File: config.mk
export PLATFORM = sky130hd
export DESIGN_NAME = button_press_duration_classifier
export DESIGN_NICKNAME = d
export VERILOG_FILES = /design/src/hw/rtl/bpd_pkg.sv /design/src/hw/rtl/bpd_lane.sv /design/src/hw/rtl/bpd_merge.sv /design/src/hw/rtl/button_press_duration_classifier.sv
export SDC_FILE = /design/constraint.sdc
export NUM_CORES = 1
export LEC_CHECK = 0
export ABC_CLOCK_PERIOD_IN_PS = 6400
export BUFFER_PORTS_ARGS = -buffer_cell sky130_fd_sc_hd__buf_2
export CAP_MARGIN = 5
export CELL_PAD_IN_SITES_DETAIL_PLACEMENT = 0
export CELL_PAD_IN_SITES_GLOBAL_PLACEMENT = 1
export CORE_MARGIN = 2
export CORE_UTILIZATION = 40
export DETAILED_ROUTE_END_ITERATION = 7
export HOLD_SLACK_MARGIN = 0.15
export PLACE_DENSITY_LB_ADDON = 0.12
export SLEW_MARGIN = 20
export SYNTH_ARGS = -nofsm -noshare
export SYNTH_HDL_FRONTEND = slang
export SYNTH_SLANG_ARGS = --single-unit
File: constraint.sdc
create_clock -name clk_i -period 6.4 [get_ports clk_i]
set_input_delay 0.32 -clock clk_i [delete_from_list [all_inputs] [get_ports clk_i]]
set_output_delay 0.32 -clock clk_i [all_outputs]
set_load 0.02 [all_outputs]
File: src/hw/rtl/bpd_pkg.sv
// Shared types, codes and defaults for the button press duration classifier.
// Depends on nothing; used by bpd_lane, bpd_merge and the top level.
package bpd_pkg;

  // default sizes of the button bank and hold counters
  localparam int unsigned BUTTON_COUNT_DEF = 8;
  localparam int unsigned COUNT_BITS_DEF   = 16;

  // fixed field widths of the stream and configuration ports
  localparam int unsigned MODE_W   = 2;
  localparam int unsigned LEVEL_W  = 8;
  localparam int unsigned INDEX_W  = 3;
  localparam int unsigned THRESH_W = 16;
  localparam int unsigned REG_W    = 2;
  localparam int unsigned OUT_BITS = 8;
  localparam int unsigned IN_DATA_W  = 16;
  localparam int unsigned OUT_DATA_W = 4 * OUT_BITS;

  // register reset values
  localparam logic [LEVEL_W-1:0]  ACTIVE_LEVELS_RST = 8'd0;
  localparam logic [THRESH_W-1:0] SHORT_TICKS_RST   = 16'd10;
  localparam logic [THRESH_W-1:0] LONG_TICKS_RST    = 16'd400;
  localparam logic [THRESH_W-1:0] STUCK_TICKS_RST   = 16'd6000;

  typedef enum logic [MODE_W-1:0] {
    MODE_TICK      = 2'd0,
    MODE_CLR_SHORT = 2'd1,
    MODE_CLR_LONG  = 2'd2
  } mode_e;

  typedef enum logic [REG_W-1:0] {
    REG_ACTIVE_LEVELS = 2'd0,
    REG_SHORT_TICKS   = 2'd1,
    REG_LONG_TICKS    = 2'd2,
    REG_STUCK_TICKS   = 2'd3
  } reg_e;

  // per-lane commands for one accepted item
  typedef struct packed {
    logic tick;
    logic clr_short;
    logic clr_long;
  } lane_ctrl_t;

  // per-lane state flags
  typedef struct packed {
    logic pressed;
    logic short_f;
    logic long_f;
    logic stuck_f;
  } lane_flags_t;

  // result item, first field in the highest bits
  typedef struct packed {
    logic [OUT_BITS-1:0] stuck_flags;
    logic [OUT_BITS-1:0] long_flags;
    logic [OUT_BITS-1:0] short_flags;
    logic [OUT_BITS-1:0] pressed_flags;
  } result_t;

endpackage

File: src/hw/rtl/bpd_lane.sv
// One button lane: pressed state, saturating hold counter and threshold flags.
// Depends on bpd_pkg.
module bpd_lane #(
  parameter int unsigned COUNT_BITS = bpd_pkg::COUNT_BITS_DEF
) (
  input  logic                  clk_i,
  input  logic                  rst_ni,
  input  bpd_pkg::lane_ctrl_t   ctrl_i,
  input  logic                  raw_i,
  input  logic                  active_i,
  input  logic [COUNT_BITS-1:0] short_th_i,
  input  logic [COUNT_BITS-1:0] long_th_i,
  input  logic [COUNT_BITS-1:0] stuck_th_i,
  output bpd_pkg::lane_flags_t  flags_d_o,
  output bpd_pkg::lane_flags_t  flags_q_o
);

  bpd_pkg::lane_flags_t  flags_d, flags_q;
  logic [COUNT_BITS-1:0] count_d, count_q;
  logic [COUNT_BITS:0]   count_inc;
  logic [COUNT_BITS-1:0] count_sat;
  logic                  is_active;

  // count_q is zero whenever the button is released, so a fresh press starts at one
  assign count_inc = {1'b0, count_q} + {{COUNT_BITS{1'b0}}, 1'b1};
  assign count_sat = (count_inc >= {1'b0, stuck_th_i}) ? stuck_th_i
                                                       : count_inc[COUNT_BITS-1:0];
  assign is_active = (raw_i == active_i);

  always_comb begin
    flags_d = flags_q;
    count_d = count_q;
    if (ctrl_i.tick) begin
      if (is_active != flags_q.pressed) begin
        if (is_active) begin
          flags_d.pressed = 1'b1;
        end else begin
          flags_d = '0;
          count_d = '0;
        end
      end
      if (flags_d.pressed) begin
        count_d = count_sat;
        if (count_sat == short_th_i) flags_d.short_f = 1'b1;
        if (count_sat == long_th_i)  flags_d.long_f  = 1'b1;
        if (count_sat == stuck_th_i) flags_d.stuck_f = 1'b1;
      end
    end else begin
      if (ctrl_i.clr_short) flags_d.short_f = 1'b0;
      if (ctrl_i.clr_long)  flags_d.long_f  = 1'b0;
    end
  end

  always_ff @(posedge clk_i or negedge rst_ni) begin
    if (!rst_ni) begin
      flags_q <= '0;
      count_q <= '0;
    end else begin
      flags_q <= flags_d;
      count_q <= count_d;
    end
  end

  assign flags_d_o = flags_d;
  assign flags_q_o = flags_q;

endmodule

File: src/hw/rtl/bpd_merge.sv
// Merge stage: gathers the lane flags into result vectors and holds the output item.
// Depends on bpd_pkg.
module bpd_merge #(
  parameter int unsigned BUTTON_COUNT = bpd_pkg::BUTTON_COUNT_DEF
) (
  input  logic                 clk_i,
  input  logic                 rst_ni,
  input  logic                 load_i,
  input  bpd_pkg::lane_flags_t lanes_i [BUTTON_COUNT],
  input  logic                 out_ready_i,
  output logic                 out_valid_o,
  output bpd_pkg::result_t     out_data_o,
  output logic                 in_ready_o
);

  bpd_pkg::result_t res_d, res_q;
  logic             valid_q;

  // only the low buttons appear in the result
  for (genvar b = 0; b < bpd_pkg::OUT_BITS; b++) begin : g_bit
    if (b < BUTTON_COUNT) begin : g_lane
      assign res_d.pressed_flags[b] = lanes_i[b].pressed;
      assign res_d.short_flags[b]   = lanes_i[b].short_f;
      assign res_d.long_flags[b]    = lanes_i[b].long_f;
      assign res_d.stuck_flags[b]   = lanes_i[b].stuck_f;
    end else begin : g_none
      assign res_d.pressed_flags[b] = 1'b0;
      assign res_d.short_flags[b]   = 1'b0;
      assign res_d.long_flags[b]    = 1'b0;
      assign res_d.stuck_flags[b]   = 1'b0;
    end
  end

  assign in_ready_o = !valid_q || out_ready_i;

  always_ff @(posedge clk_i or negedge rst_ni) begin
    if (!rst_ni) begin
      valid_q <= 1'b0;
    end else if (in_ready_o) begin
      valid_q <= load_i;
    end
  end

  always_ff @(posedge clk_i) begin
    if (load_i) begin
      res_q <= res_d;
    end
  end

  assign out_valid_o = valid_q;
  assign out_data_o  = res_q;

endmodule

File: src/hw/rtl/button_press_duration_classifier.sv
// Top level of the button press duration classifier: registers, lanes and merge.
// Depends on bpd_pkg, bpd_lane and bpd_merge.
//
// Use: each slave item is a tick (tuser = tick, tdata carries the raw button
// levels) or a request to clear one button's short or long flag (tdata carries
// the button index). Every accepted item gives exactly one master item with the
// pressed, short, long and stuck vectors as they stand after that item.
// One lane per button updates its pressed bit, hold counter and flags in the
// cycle the item is accepted; the merge stage registers the vectors.
// Latency: the result is valid in the cycle after acceptance.
// Throughput: one item per cycle while the output register is empty or m_axis_tready
// is high; the lane update (increment, saturate and three compares per button) is combinational.
// Stall: the output register holds the result while m_axis_tready is low; a new
// item is still taken in a cycle where the held result is taken.
// Reset: all flags and counters clear, thresholds return to 10, 400 and 6000
// ticks, every button's active level to low. Configuration writes take effect
// at the next item.
module button_press_duration_classifier #(
  parameter int unsigned BUTTON_COUNT = bpd_pkg::BUTTON_COUNT_DEF,
  parameter int unsigned COUNT_BITS   = bpd_pkg::COUNT_BITS_DEF
) (
  input  logic                              clk_i,
  input  logic                              rst_ni,
  input  logic                              cfg_we_i,
  input  logic [bpd_pkg::REG_W-1:0]         cfg_index_i,
  input  logic [bpd_pkg::THRESH_W-1:0]      cfg_data_i,
  input  logic                              s_axis_tvalid,
  output logic                              s_axis_tready,
  // raw_levels [7:0], button_index [10:8], zero [15:11]
  input  logic [bpd_pkg::IN_DATA_W-1:0]     s_axis_tdata,
  // mode [1:0]
  input  logic [bpd_pkg::MODE_W-1:0]        s_axis_tuser,
  output logic                              m_axis_tvalid,
  input  logic                              m_axis_tready,
  // pressed_flags [7:0], short_flags [15:8], long_flags [23:16], stuck_flags [31:24]
  output logic [bpd_pkg::OUT_DATA_W-1:0]    m_axis_tdata
);

  logic [bpd_pkg::LEVEL_W-1:0]  active_q;
  logic [bpd_pkg::THRESH_W-1:0] short_q, long_q, stuck_q;

  logic [bpd_pkg::LEVEL_W-1:0]  s_raw;
  logic [bpd_pkg::INDEX_W-1:0]  s_idx;
  bpd_pkg::mode_e               s_mode;
  logic                         s_acc;
  logic                         is_tick, is_clr_short, is_clr_long;

  logic [COUNT_BITS-1:0] short_th, long_th, stuck_th;

  bpd_pkg::lane_flags_t lane_d [BUTTON_COUNT];
  bpd_pkg::lane_flags_t lane_q [BUTTON_COUNT];
  logic [BUTTON_COUNT-1:0] pressed_v, short_v, long_v, stuck_v;

  bpd_pkg::result_t res;

  // register file, write only
  always_ff @(posedge clk_i or negedge rst_ni) begin
    if (!rst_ni) begin
      active_q <= bpd_pkg::ACTIVE_LEVELS_RST;
      short_q  <= bpd_pkg::SHORT_TICKS_RST;
      long_q   <= bpd_pkg::LONG_TICKS_RST;
      stuck_q  <= bpd_pkg::STUCK_TICKS_RST;
    end else if (cfg_we_i) begin
      unique case (bpd_pkg::reg_e'(cfg_index_i))
        bpd_pkg::REG_ACTIVE_LEVELS: active_q <= cfg_data_i[bpd_pkg::LEVEL_W-1:0];
        bpd_pkg::REG_SHORT_TICKS:   short_q  <= cfg_data_i;
        bpd_pkg::REG_LONG_TICKS:    long_q   <= cfg_data_i;
        bpd_pkg::REG_STUCK_TICKS:   stuck_q  <= cfg_data_i;
        default: ;
      endcase
    end
  end

  // thresholds wrap to the counter width
  assign short_th = COUNT_BITS'(short_q);
  assign long_th  = COUNT_BITS'(long_q);
  assign stuck_th = COUNT_BITS'(stuck_q);

  // unpack the slave item
  assign s_raw  = s_axis_tdata[bpd_pkg::LEVEL_W-1:0];
  assign s_idx  = s_axis_tdata[bpd_pkg::LEVEL_W +: bpd_pkg::INDEX_W];
  assign s_mode = bpd_pkg::mode_e'(s_axis_tuser);
  assign s_acc  = s_axis_tvalid && s_axis_tready;

  // decode the mode; the unused code changes nothing
  always_comb begin
    is_tick      = 1'b0;
    is_clr_short = 1'b0;
    is_clr_long  = 1'b0;
    unique case (s_mode)
      bpd_pkg::MODE_TICK:      is_tick      = s_acc;
      bpd_pkg::MODE_CLR_SHORT: is_clr_short = s_acc;
      bpd_pkg::MODE_CLR_LONG:  is_clr_long  = s_acc;
      default: ;
    endcase
  end

  for (genvar b = 0; b < BUTTON_COUNT; b++) begin : g_lane
    bpd_pkg::lane_ctrl_t ctrl;
    logic                raw_b, act_b;
    logic                sel;

    // buttons past the level fields see low raw and low active level
    if (b < bpd_pkg::LEVEL_W) begin : g_wired
      assign raw_b = s_raw[b];
      assign act_b = active_q[b];
    end else begin : g_unwired
      assign raw_b = 1'b0;
      assign act_b = 1'b0;
    end

    assign sel            = (32'(s_idx) == b);
    assign ctrl.tick      = is_tick;
    assign ctrl.clr_short = is_clr_short && sel;
    assign ctrl.clr_long  = is_clr_long && sel;

    bpd_lane #(
      .COUNT_BITS (COUNT_BITS)
    ) u_lane (
      .clk_i      (clk_i),
      .rst_ni     (rst_ni),
      .ctrl_i     (ctrl),
      .raw_i      (raw_b),
      .active_i   (act_b),
      .short_th_i (short_th),
      .long_th_i  (long_th),
      .stuck_th_i (stuck_th),
      .flags_d_o  (lane_d[b]),
      .flags_q_o  (lane_q[b])
    );

    assign pressed_v[b] = lane_q[b].pressed;
    assign short_v[b]   = lane_q[b].short_f;
    assign long_v[b]    = lane_q[b].long_f;
    assign stuck_v[b]   = lane_q[b].stuck_f;
  end

  bpd_merge #(
    .BUTTON_COUNT (BUTTON_COUNT)
  ) u_merge (
    .clk_i       (clk_i),
    .rst_ni      (rst_ni),
    .load_i      (s_acc),
    .lanes_i     (lane_d),
    .out_ready_i (m_axis_tready),
    .out_valid_o (m_axis_tvalid),
    .out_data_o  (res),
    .in_ready_o  (s_axis_tready)
  );

  assign m_axis_tdata = res;

  // a flag can only be up while its button is pressed
  a_flags_need_press: assert property (@(posedge clk_i) disable iff (!rst_ni)
    ((short_v | long_v | stuck_v) & ~pressed_v) == '0)
    else $error("flag set on a released button");

  // every accepted item leaves a result in the output register
  a_result_follows: assert property (@(posedge clk_i) disable iff (!rst_ni)
    s_acc |=> m_axis_tvalid)
    else $error("accepted item gave no result");

  // lane state moves only with an accepted item
  a_state_quiet: assert property (@(posedge clk_i) disable iff (!rst_ni)
    !s_acc |=> $stable({pressed_v, short_v, long_v, stuck_v}))
    else $error("lane state changed without an item");

  // a clear request drops the addressed short flag
  a_clear_short: assert property (@(posedge clk_i) disable iff (!rst_ni)
    (is_clr_short && (32'(s_idx) < BUTTON_COUNT)) |=> !short_v[$past(s_idx)])
    else $error("short flag survived its clear request");

endmodule
== After elaboration in Yosys (flattened, before gate mapping) ==
Index checks and enable logic that the tools add are counted.
Word-level totals
  memory bits (writable): 0
  memories: 0
  output and inout bits: 34
  memory bits (read-only): 0
  latch bits: 0
  register bits after elaboration: 249
  input bits: 41
  logic and storage cells: 306
Operators by class
  eq/ne operators: 60
  bitwise logic cells: 0
  shift operators: 0
  reduce and logical (&&, ||, !) cells: 42
  div/mod/pow operators: 0
  order comparisons: 8
  multiply operators: 0
  mux-type cells: 139
  $add $sub $neg: 8
Operators by type and width (count)
  $mux 16: 32
  $eq 16x16->1: 24
  $add 16x1->17 const B: 8
  $ge 17x16->1: 8
  $mux 1: 67
  $mux 4: 16
  $mux 3: 16
  $reduce_and 3->1: 8
  $logic_and 1x1->1: 17
  $mux 2: 8
  $ne 2x2->1 const B: 8
  $reduce_bool 2->1: 8
  $eq 3x3->1 const B: 4
  $eq 1x1->1: 8
  $ne 1x1->1: 8
  $reduce_and 2->1: 4
  $eq 2x2->1 const B: 3
  $eq 3x2->1 const B: 2
  $eq 2x1->1 const B: 2
  $logic_not 2->1: 2
  $eq 3x1->1 const B: 1
  $logic_not 3->1: 1
  $logic_not 1->1: 1
  $logic_or 1x1->1: 1

== Longest topological paths before layout ==
  word-level depth: 8
  depth in mapped cells: 18
  depth with buffers taken out: 16

== Modules after synthesis ==
A second synthesis with hierarchy kept.
Unflattened totals
  cell total of the unflattened synthesis: 2915
  area, all modules: 24554.8 µm²
By module, submodules not included
  bpd_lane (g_lane[1].u_lane ...): cells an instance 308, sequential area each 500.5 µm², times used 4, area an instance 2469.9 µm²
  bpd_lane (g_lane[2].u_lane): cells an instance 428, sequential area each 500.5 µm², times used 1, area an instance 3245.6 µm²
  bpd_lane (g_lane[6].u_lane): cells an instance 391, sequential area each 500.5 µm², times used 1, area an instance 2941.6 µm²
  bpd_lane (g_lane[0].u_lane): cells an instance 337, sequential area each 500.5 µm², times used 1, area an instance 2608.8 µm²
  bpd_lane (g_lane[7].u_lane): cells an instance 348, sequential area each 500.5 µm², times used 1, area an instance 2606.2 µm²
  button_press_duration_classifier: cells an instance 144, sequential area each 1416.4 µm², times used 1, area an instance 2264.7 µm²
  bpd_merge: cells an instance 35, sequential area each 985.9 µm², times used 1, area an instance 1008.5 µm²

== Worst setup path before layout ==
No wires, ideal clock.
  path type: flip-flop to flip-flop
  start: reg g_lane[0].u_lane.count_q[0]
  end: reg u_merge.res_q, in the netlist u_merge.out_data_o[16], data pin
  slack: 2.575 ns
  period minus slack after synthesis: 3.825 ns
  data required time: 6.213 ns
  library setup time: 0.187 ns
  cell stages (with the launch flop): 16
  path buffers: 0
  arrival: 3.638 ns
  cells stage by stage: dfrtp_1 > ha_1 > nand4_1 > nor4_1 > xnor2_1 > inv_1 > ha_1 > nand3_1 > nor2_1 > o31a_1 > o21ai_0 > nand4b_1 > or4_1 > o221ai_1 > o21ai_1 > o31ai_1
RTL lines
  start, declared: line bpd_lane.sv:19  | logic [COUNT_BITS-1:0] count_d, count_q;
  start signal, assigned: line bpd_lane.sv:60  | count_q <= count_d;
  end signal, assigned: line bpd_merge.sv:46  | res_q <= res_d;
  end, declared: line bpd_merge.sv:16  | bpd_pkg::result_t res_d, res_q;

==> flow_summary.yaml <==
hold_path:
  holdPathStages: 3
  min_path_type: "input port to flip-flop"
setup_path:
  worst_path_max_delay_cell: "o41ai_1"
  path_depth: 13
  r2r-end: "u_merge.out_data_o[17]"
  startpoint: "g_lane[1].u_lane.count_q[0]"
  path_max_fanout: 15
  crit_path_end_kind: "flip-flop"
  worstSetupPathType: "flip-flop to flip-flop"
  path_common_cell: "ha_1"
  endpoint: "u_merge.out_data_o[17]"
  max_stage_delay_ps: 670
  crit_family: "compound AO/OA/AOI/OAI gates"
  crit_chain: "ha_1 -> nand3_1 -> or2_2 -> nor3_1 -> xor2_1 -> ha_1 -> nand4_1 -> o211ai_1 -> a31oi_1 -> nand2_1 -> a2111oi_0 -> o21ai_0 -> o41ai_1"
  worst-path-buf-inv: 0
  reg2reg_from: "g_lane[1].u_lane.count_q[0]"
  ff2ff_setup_slack_ps: 890
  reg2reg_depth: 13
  critPathLaunchType: "flip-flop"
  crit_required_ps: 6740
  arrival_ps: 5850
routing:
  drt_wl_total_um: 109000
  ant_nets: 0
  vias: 22700
  drc: 0
  dr.first_iter.drc_count: 2446
  avgRoutedWirePerCell_um: 29.7
  drtPass1Iterations: 6
  vias_per_cell: 6.19
timing:
  finalCritPeriodShare_pct: 86.1
  hold_violations: 0
  max_freq_mhz: 181
  fin_tns_setup_ps: 0
  grt_setup_unrepaired: "false"
  skew_ps: 43.2
  finalWorstSetupSlack_ps: 888
  slew_violations: 0
  tightestPinTransition_ps: 1180
  finalSetupViolations: 0
  slew_headroom_pct: 21.0
  period_minus_slack_ps: 5510
final_layout:
  multi_input_area_um2: 15300
  seq_area_um2: 6410
  fin_nets: 3066
  area_delta_synth_final_pct: 10.8
  stdcell_area_um2: 25500
  post-route-util_pct: 45.0
  drive_gt1_share_pct: 11.9
  fillers: 5722
power:
  peakVddDrop_mv: 0.279
  pwr_density_cell_nw_per_um2: 347
  power_leakage_nw: 10.8
  power_mw: 8.85
yosys:
  synth_top_family_by_area: "simple AND/OR/NAND/NOR gates"
  synthCells: 2845
  synth_fp_nets: 3030
  synth_cell_types: 92
  synthXorXnorAreaFrac_pct: 16.9
  yosys-top-cells-area: "dfrtp_1 22%, xnor2_1 13%, ha_1 7.8%, o21ai_0 5.3%, edfxtp_1 4.2%"
  yosysMostFrequentCell: "xnor2_1"
  synth_seq_cells: 249
  async_flop_share_pct: 87.1
  synth_top_cell_by_area: "dfrtp_1"
  syn_avg_cell_area_um2: 8.09
  yosys.area_share.simple_pct: 20.2
  synth_edf_count: 32
  synth_compound_area_share_pct: 17.6
  synthMuxAreaShare_pct: 3.70
  ys_top_cells_by_count: "332 x xnor2_1, 252 x nand2_1, 245 x nor2_1"
  synth_top_area_share_pct: 22.3
  syn_area_um2: 23000
  synth-adder-area-share_pct: 7.83
  ys.flop_type: "dfrtp_1"
  yosys_warnings: 0
  synth-seq-area-share_pct: 27.8
floorplanning:
  die_h_um: 244
  initial_core_util_pct: 40.7
  dieArea_um2: 59500
  core_area_um2: 56600
  io_pins: 75
  rows: 87
  die_x_um: 244
global_route:
  globalRouteOverflowTotal: 0
  grt_pass1_vias: 22000
  antenna_found_initial: 4
  grt_max_degree: 134
  grt_first_pass_wirelength_um: 157000
  track_usage_pct: 36.1
cts:
  cts_made_buffers: 31
  cts_buffer_depth: 3
  cts_tree: "built"
  cts.hold.buffers_added: 20
  clock-sinks: 249
  clk-insertion-delay-late_ps: 640
  clkTransAtPathRegs_ps: 60
  postCtsSetupRepairBufs: 0
  cts_resized: 0
  h-tree-depth: 1
  cts_root_buf: "clkbuf_16"
placed_design:
  dpl_cell_area_um2: 24300
  gp_congestion: 0.978
  numPortBuffers: 69
  dp_slack_ps: 1020
  dp_hpwl_um: 75000
run_status:
  status: "complete, no violations"
run:
  drv_cap: 0
## layout make-up
class | count | share of cell area, %
diodes | 2 | 0.0196
clock buffers | 46 | 3.54
inverters | 157 | 2.31
well taps | 756 | 3.71
repair buffers | 180 | 4.91
flip-flops and latches | 249 | 25.1
clock inverters | 12 | 0.471
multi-input cells | 2262 | 59.9
## how the worst min path moves through the flow
stage,startpoint,endpoint
floorplan,rst_ni,active_q[0]
global placement,rst_ni,g_lane[7].u_lane.count_q[6]
detailed placement,rst_ni,g_lane[7].u_lane.count_q[6]
CTS,s_axis_tdata[4],g_lane[4].u_lane.count_q[0]
global route,s_axis_tdata[4],g_lane[4].u_lane.count_q[0]
finish,s_axis_tdata[4],g_lane[4].u_lane.count_q[0]
## layout by cell type, fill, tap and decap left out, types with 25 or more instances in the layout
cell type,n
xnor2_1,332
nand2_1,252
nor2_1,244
o21ai_0,243
dfrtp_1,205
a21oi_1,186
ha_1,144
inv_1,143
xor2_1,92
nand3_1,90
buf_4,90
buf_2,68
nor3_1,65
nand4_1,61
mux2_2,56
nor4_1,41
edfxtp_1,32
clkbuf_16,31
or2_2,26
a31oi_1,26
nand2b_1,25
## layer usage
layer	track usage (%)	vias to the layer above	wire, µm
met3	6.64	346	9380
met1	48.3	11100	45900
met5	0	-	44
met2	55.3	1118	46500
met4	19.3	6	7160
li1	-	10100	-
## logic make-up after synthesis
family                     Yosys count
AOI/OAI and AO/OA                  670
xor gates and xnor gates           433
adders and majority gates          144
buffers and inverters              334
DFF                                249
muxes                               78
and+or+nand+nor                    937
## sequential cells by signal, indices dropped and copies added, names as in the netlist
| signal | flops |
|---|---|
| active_q | 8 |
| g_lane.u_lane.count_q | 128 |
| g_lane.u_lane.flags_q_o | 32 |
| long_q | 16 |
| short_q | 16 |
| stuck_q | 16 |
| u_merge.out_data_o | 32 |
| u_merge.out_valid_o | 1 |
## where the power goes
part	total, mW	leakage, nW	switching (mW)	internal, mW
combinational	4.62	7.16	2.97	1.64
clock	1.83	0.506	0.778	1.05
sequential	2.40	3.14	0.487	1.92
## tightest hold or removal path, delay by kind of cell
| family | cells | cell delay (ps) |
|---|---|---|
| buffers and inverters | 1 | 90 |
| xor gates and xnor gates | 1 | 180 |
| AOI/OAI and AO/OA | 1 | 180 |
## metrics by stage
| step | std cells | hold slack [ps] |
|---|---|---|
| floorplan | 2845 | 24.4 |
| CTS | 3662 | 184 |
| global route | 3662 | 257 |
| detailed placement | 3584 | 380 |
| global placement | 3584 | 380 |
| finish | 3664 | 208 |
No activity file was read; power rests on OpenSTA's default activity.
